$ cat src/flnl_pkg.sv
// ----------------------------------------------------------------------------
// flnl_pkg
// Shared types and constants for the fixed-point natural log pipeline.
// ----------------------------------------------------------------------------
`default_nettype none

package flnl_pkg;

  localparam int OUT_FRAC_BITS = 24;
  localparam int SHIFT_OUT     = 32 - OUT_FRAC_BITS;
  localparam int MAN_W         = 23;
  localparam int EXP_W         = 8;
  localparam int SUM_W         = 42;

  localparam logic [EXP_W-1:0] EXP_BIAS = 8'd127;
  localparam logic [EXP_W-1:0] EXP_ONES = 8'hFF;

  // ln2 in Q0.32, rounded to nearest
  localparam logic [31:0] LN2_Q32 = 32'hB17217F8;
  // reciprocals for exact floor division of 32-bit values
  localparam logic [31:0] RECIP3  = 32'hAAAAAAAB;  // >> 33
  localparam logic [31:0] RECIP5  = 32'hCCCCCCCD;  // >> 34

  typedef enum logic [1:0] {
    STATUS_OK      = 2'd0,
    STATUS_ZERO    = 2'd1,
    STATUS_NEG     = 2'd2,
    STATUS_SPECIAL = 2'd3
  } status_t;

  typedef struct packed {
    logic                    valid;
    status_t                 status;
    logic signed [EXP_W:0]   ex;
    logic [MAN_W-1:0]        man;
  } tag_t;

  typedef struct packed {
    tag_t                    tag;
    logic [31:0]             y2;
    logic [31:0]             y4;
    logic [31:0]             y3d3;
    logic [31:0]             y5;
    logic signed [SUM_W-1:0] eln2;
  } pow_t;

endpackage

`default_nettype wire

$ cat src/flnl_accum.sv
// ----------------------------------------------------------------------------
// flnl_accum
// Two register stages: y^5/5 and partial sum, then final sum, rounding,
// saturation and flag masking into the output register.
// ----------------------------------------------------------------------------
`default_nettype none

module flnl_accum (
  input  wire logic           clk,
  input  wire logic           rst,
  input  wire flnl_pkg::pow_t pow_in,
  output logic                done,
  output logic signed [31:0]  log_value,
  output logic [1:0]          status
);
  import flnl_pkg::*;

  localparam logic signed [SUM_W-1:0] HALF_LSB = SUM_W'(1) <<< (SHIFT_OUT - 1);
  localparam logic signed [SUM_W-1:0] SAT_MAX  = SUM_W'(32'sh7FFFFFFF);
  localparam logic signed [SUM_W-1:0] SAT_MIN  = -(SUM_W'(1) <<< 31);

  // stage 4
  logic                    v4;
  status_t                 st4;
  logic [29:0]             y5d5_4;
  logic signed [SUM_W-1:0] part_4;
  logic [63:0]             p_d5;
  logic signed [SUM_W-1:0] part_next;

  // stage 5
  logic signed [SUM_W-1:0] sum;
  logic signed [SUM_W-1:0] rnd;
  logic signed [31:0]      log_next;

  assign p_d5 = 64'(pow_in.y5) * 64'(RECIP5);

  assign part_next = pow_in.eln2
                   + SUM_W'({pow_in.tag.man, 9'b0})
                   - SUM_W'(pow_in.y2 >> 1)
                   + SUM_W'(pow_in.y3d3)
                   - SUM_W'(pow_in.y4 >> 2);

  always_ff @(posedge clk) begin
    if (rst) begin
      v4 <= 1'b0;
    end else begin
      v4 <= pow_in.tag.valid;
    end
    st4    <= pow_in.tag.status;
    y5d5_4 <= p_d5[63:34];
    part_4 <= part_next;
  end

  assign sum = part_4 + SUM_W'(y5d5_4);
  assign rnd = (sum + HALF_LSB) >>> SHIFT_OUT;

  always_comb begin
    if (st4 != STATUS_OK) begin
      log_next = '0;
    end else if (rnd > SAT_MAX) begin
      log_next = 32'sh7FFFFFFF;
    end else if (rnd < SAT_MIN) begin
      log_next = 32'sh80000000;
    end else begin
      log_next = rnd[31:0];
    end
  end

  always_ff @(posedge clk) begin
    if (rst) begin
      done <= 1'b0;
    end else begin
      done <= v4;
    end
    log_value <= log_next;
    status    <= st4;
  end

endmodule

`default_nettype wire

$ cat config.mk
export PLATFORM = sky130hd
export DESIGN_NAME = flnl_accum
export DESIGN_NICKNAME = d
export VERILOG_FILES = /design/src/flnl_pkg.sv /design/src/flnl_accum.sv
export SDC_FILE = /design/constraint.sdc
export NUM_CORES = 2
export LEC_CHECK = 0
export BUFFER_PORTS_ARGS = -buffer_cell sky130_fd_sc_hd__buf_4
export CORE_UTILIZATION = 52
export CTS_CLUSTER_DIAMETER = 150
export DETAILED_ROUTE_END_ITERATION = 12
export PLACE_DENSITY = 0.7
export SETUP_SLACK_MARGIN = 0.02
export SLEW_MARGIN = 20
export SYNTH_ARGS = -nofsm -noshare
export SYNTH_HDL_FRONTEND = slang
export SYNTH_SLANG_ARGS = --single-unit
$ cat constraint.sdc
create_clock -name clk -period 12.64 [get_ports clk]
set_clock_uncertainty 0.1 [all_clocks]
set_input_delay 0.632 -clock clk [delete_from_list [all_inputs] [get_ports clk]]
set_output_delay 0.632 -clock clk [all_outputs]
set_load 0.005 [all_outputs]
# Word-level counts from Yosys, hierarchy flattened
# Cells that the tools add are included.
# classes
add_sub_neg	6
multipliers	1
div	0
order_cmp	2
eq_ne	0
n_shift	0
mux	2
bitwise_logic	0
reduce_logical	2
# ops
cell	n
$add 42x32->42	2
$mul 32x32->64 const B	1
$add 42x30->42	1
$add 42x9->42 const B	1
$sub 42x30->42	1
$sub 42x31->42	1
$gt 34x32->1 const B	1
$lt 34x32->1 const B	1
$mux 32	1
$mux 31	1
$reduce_bool 2->1	1
$reduce_or 2->1	1
# word_totals
register_bits	110
latch_bits	0
ram_bits	0
rom_bits	0
output_inout_bits	35
wordCells	21
mem_count	0

# Logic depth before layout (Yosys ltp)
# depth
ltp_word	5
depth_mapped	28
mapped_depth_nobuf	27

# Least setup slack after synthesis
# Ideal clock, no wire load.
# synth_path
kind	in2reg
startpoint	input pow_in[51] (netlist name)
endpoint	register y5d5_4[11]
setup_time_ns	0.127
t_arrival_ns	6.857
path_slack_ns	5.556
cell_stages	25
n_path_buf	1
cell_sequence	ha_1 -> clkbuf_1 -> xor2_1 -> ha_1 -> a21o_1 -> fa_1 -> inv_1 -> fa_1 -> inv_1 -> fa_1 -> fa_1 -> fa_1 -> fa_1 -> ha_1 -> a21o_1 -> a221o_1 -> o21ai_0 -> a21oi_1 -> nor2_1 -> a31oi_1 -> o21ai_0 -> a21oi_1 -> a211oi_1 -> o21ai_0 -> xor2_1
# synth_via
elab_chain_len	1
# synth_lines
item	line	source
start: declaration	flnl_accum.sv:11	input wire flnl_pkg::pow_t pow_in,
$mul 32x32->64	flnl_accum.sv:35	assign p_d5 = 64'(pow_in.y5) * 64'(RECIP5);
via p_d5[45]	flnl_accum.sv:27	logic [63:0] p_d5;
end signal: assignment	flnl_accum.sv:50	y5d5_4 <= p_d5[63:34];
end: declaration	flnl_accum.sv:25	logic [29:0] y5d5_4;
# The timed path passes the listed nets, and every way through them passes these cells.
# A chain may end at the register's enable or synchronous reset.

# Worst setup path in the final report
# layout_path
startpoint	input pow_in[60] (netlist name)
endpoint	register y5d5_4[11]
# Same word-level chain as after synthesis.

==> results.md <==
* Outcome: finished clean
* R2R cell count at 13
* Core Util, Final at 58.98%
* Seq/Total Area, Yosys at under 10%
* # DRC at 0
* Clock sink count at 110
* First-pass GRT wire length at just under 100,000 um
* Post-CTS sizing at 0
* Clock root buffer: clkbuf_16
* Worst EP arrival at ~8500 ps
* Routed WL at 60,070 um
* Via/cell ratio at approximately 5.2
* Clk_lat worst skew at about 360 ps
* DR vias at about 17,000
* Post-CTS Setup Bufs at 0
* Instance area at placement at about 0.027 mm2
* Htree depth at 3
* Routability Congestion at between 0.9 and 1
* Share of cells above drive strength 1 at between 10% and 20%
* Unrepaired setup endpoints after global routing: false
* Ys async rst share at 0%
* CP Launch Type: primary input
* Final min period at between 8000 and 9000 ps
* Layout area overhead at 11.16%
* Avg Cell Area, Syn at approximately 10 um2
* Hold Path Class: primary input to flop
* MaxCap Viol Count at 0
* Pre-CTS WS at roughly 3800 ps
* Post-synth EDFFs at 0
* Worst-Margin Slew at approximately 790 ps
* Crit path max fanout at 5
* Post-Syn Area at 0.02418 mm2
* Syn_nets at around 3,500
* Final Hold Viols at 0
* Core ar. at between 0.04 and 0.05 mm2
* Clk slew on worst S/H paths at 70 ps
* Clock Tree Buf Depth at 2
* Post-Syn Instances at 2,352
* Crit Path Category: primary input to flop
* Hold Buf Count CTS at 0
* Largest net degree at the start of global routing at 32
* Rel. slew slack at a little under half
* Detail Placement HPWL at 55,130 um
* Gr usage total at 27.15%
* Setup ws final at 4320 ps
* Hold depth at 1
* CP Capture Type: flop
* Ant diodes at 0
* #FFs+latches synth at 110
* Yosys top cell area share at 39.08%
* Die W at roughly 220 um
* Initial antenna violation count at 0
* Die area at between 0.04 and 0.05 mm2
* Yosys top cell by area: fa_1
* Cell area after layout at around 0.027 mm2
* Worst path required time at ~13,000 ps
* Fin nets at 3,716
* Initial DRC Count at ~700
* Setup tns final at 0 ps
* DR pass1 iterations at 5
* Drt wl/cell at 18.89 um
* CTS tree: built
* Vias in the first global route at 18,887
* Top cells by area, synth: fa_1, ha_1, inv_1
* Crit share post-route at 65.82%
* FP Rows at 78
* Final count of negative-setup-slack endpoints at 0
* Top_reg_cell synth: dfxtp_1
* Syn. warnings at 0
* Ports at about 240
* Max Freq at ~120 MHz
* Antenna Violating Nets Remaining at 0
* Max-slew violations at 0
* Initial core utilization at between 50% and 60%
* IO buf count at 229
* Total grt overflow at 0
* Distinct cell type count after synthesis at 64
* Die H at 217.6 um
* CTS Buf Count at 9
-- registers in the layout, indices dropped and copies added (netlist names) --
register	count
part_4	42
v4	1
y5d5_4	30
done	1
status	2
log_value	32
st4	2
-- per-stage QoR --
| stage | std cells | hold WS [ps] |
|---|---|---|
| floorplan | 2352 | 263.5 |
| global placement | 3164 | 279.1 |
| detailed placement | 3164 | 283.1 |
| CTS | 3180 | 255.1 |
| global route | 3180 | 259.4 |
| finish | 3180 | 272.2 |
-- cell usage in the layout, fill, tap and decap left out, types with 8 or more instances in the layout --
| master | instances |
|---|---|
| a211oi_1 | 8 |
| xor2_1 | 64 |
| nand4_1 | 8 |
| and3_1 | 12 |
| o21a_1 | 13 |
| inv_1 | 628 |
| a21o_1 | 66 |
| nor3_1 | 11 |
| nor2_1 | 39 |
| a31oi_1 | 8 |
| clkbuf_16 | 9 |
| ha_1 | 462 |
| nand3_1 | 20 |
| o21bai_1 | 11 |
| and2_1 | 10 |
| xnor2_1 | 78 |
| dfxtp_1 | 110 |
| buf_4 | 230 |
| nor2b_1 | 17 |
| a21oi_1 | 91 |
| o21ai_1 | 33 |
| nand2_1 | 60 |
| o21ai_0 | 36 |
| fa_1 | 472 |
-- Yosys cell counts (all sizes together) (9+ instances only) --
cell	number
inv	628
and3	12
nor2	40
a211oi	9
o21a	13
and2	10
xnor2	78
xor2	64
o21bai	11
nor3	11
a21oi	92
clkbuf	11
nor2b	17
ha	462
nand3	23
o21ai	71
nand2	60
dfxtp	110
a21o	66
fa	472
-- cell families (layout without fill, tap and decap cells) --
group	Yosys count	in the layout	share of synthesized area, %
simple gates	203	203	4.171
buf+inv	646	874	10.12
compound gates	317	317	8.476
fa+ha+maj	934	934	62.98
xor+xnor	142	142	5.143
flops	110	110	9.107
-- metal layers --
layer / vias to the layer above / wire length (um) / GRT usage [%] / share of wire [%]
li1: 7833 / - / - / -
met1: 8186 / 23850 / 32.11 / 40
met2: 418 / 31380 / 50.03 / 52
met3: 113 / 2224 / 2.538 / 3.7
met4: 0 / 2611 / 11.36 / 4.3
met5: - / 0 / 0 / 0
-- cell type report --
cell class	count	area (um2)
clock inverter	7	81.33
inverter	628	2357
multi-input combinational	1596	19540
sequential	110	2202
timing repair buffer	230	1727
tap	600	750.7
clock buffer	9	225.2
fill	3933	18700
-- worst max-delay path: stages --
cell,delay [ps]
buf_4,160
ha_1,530
inv_1,160
fa_1,530
inv_1,50
fa_1,540
inv_1,70
fa_1,500
inv_1,50
fa_1,550
fa_1,470
fa_1,550
fa_1,430
ha_1,410
nand4_1,300
nor3_1,170
o21a_1,140
a31oi_1,590
a31oi_1,310
o21ai_0,290
a21oi_1,130
a211oi_1,450
o21ai_0,230
xor2_1,190
-- path summary, 6_finish.rpt --
check	startpoint	slack, ps	end
worst max-delay path	pow_in[60]	4320	y5d5_4[11]
worst min-delay path	pow_in[203]	270	st4[1]
worst max register to register	y5d5_4[5]	8160	log_value[16]
worst min register to register	st4[1]	300	status[1]
Power is left out: the tool's default activity adds up to more than one toggle a clock period on the data nets, which glitch-free logic cannot reach.
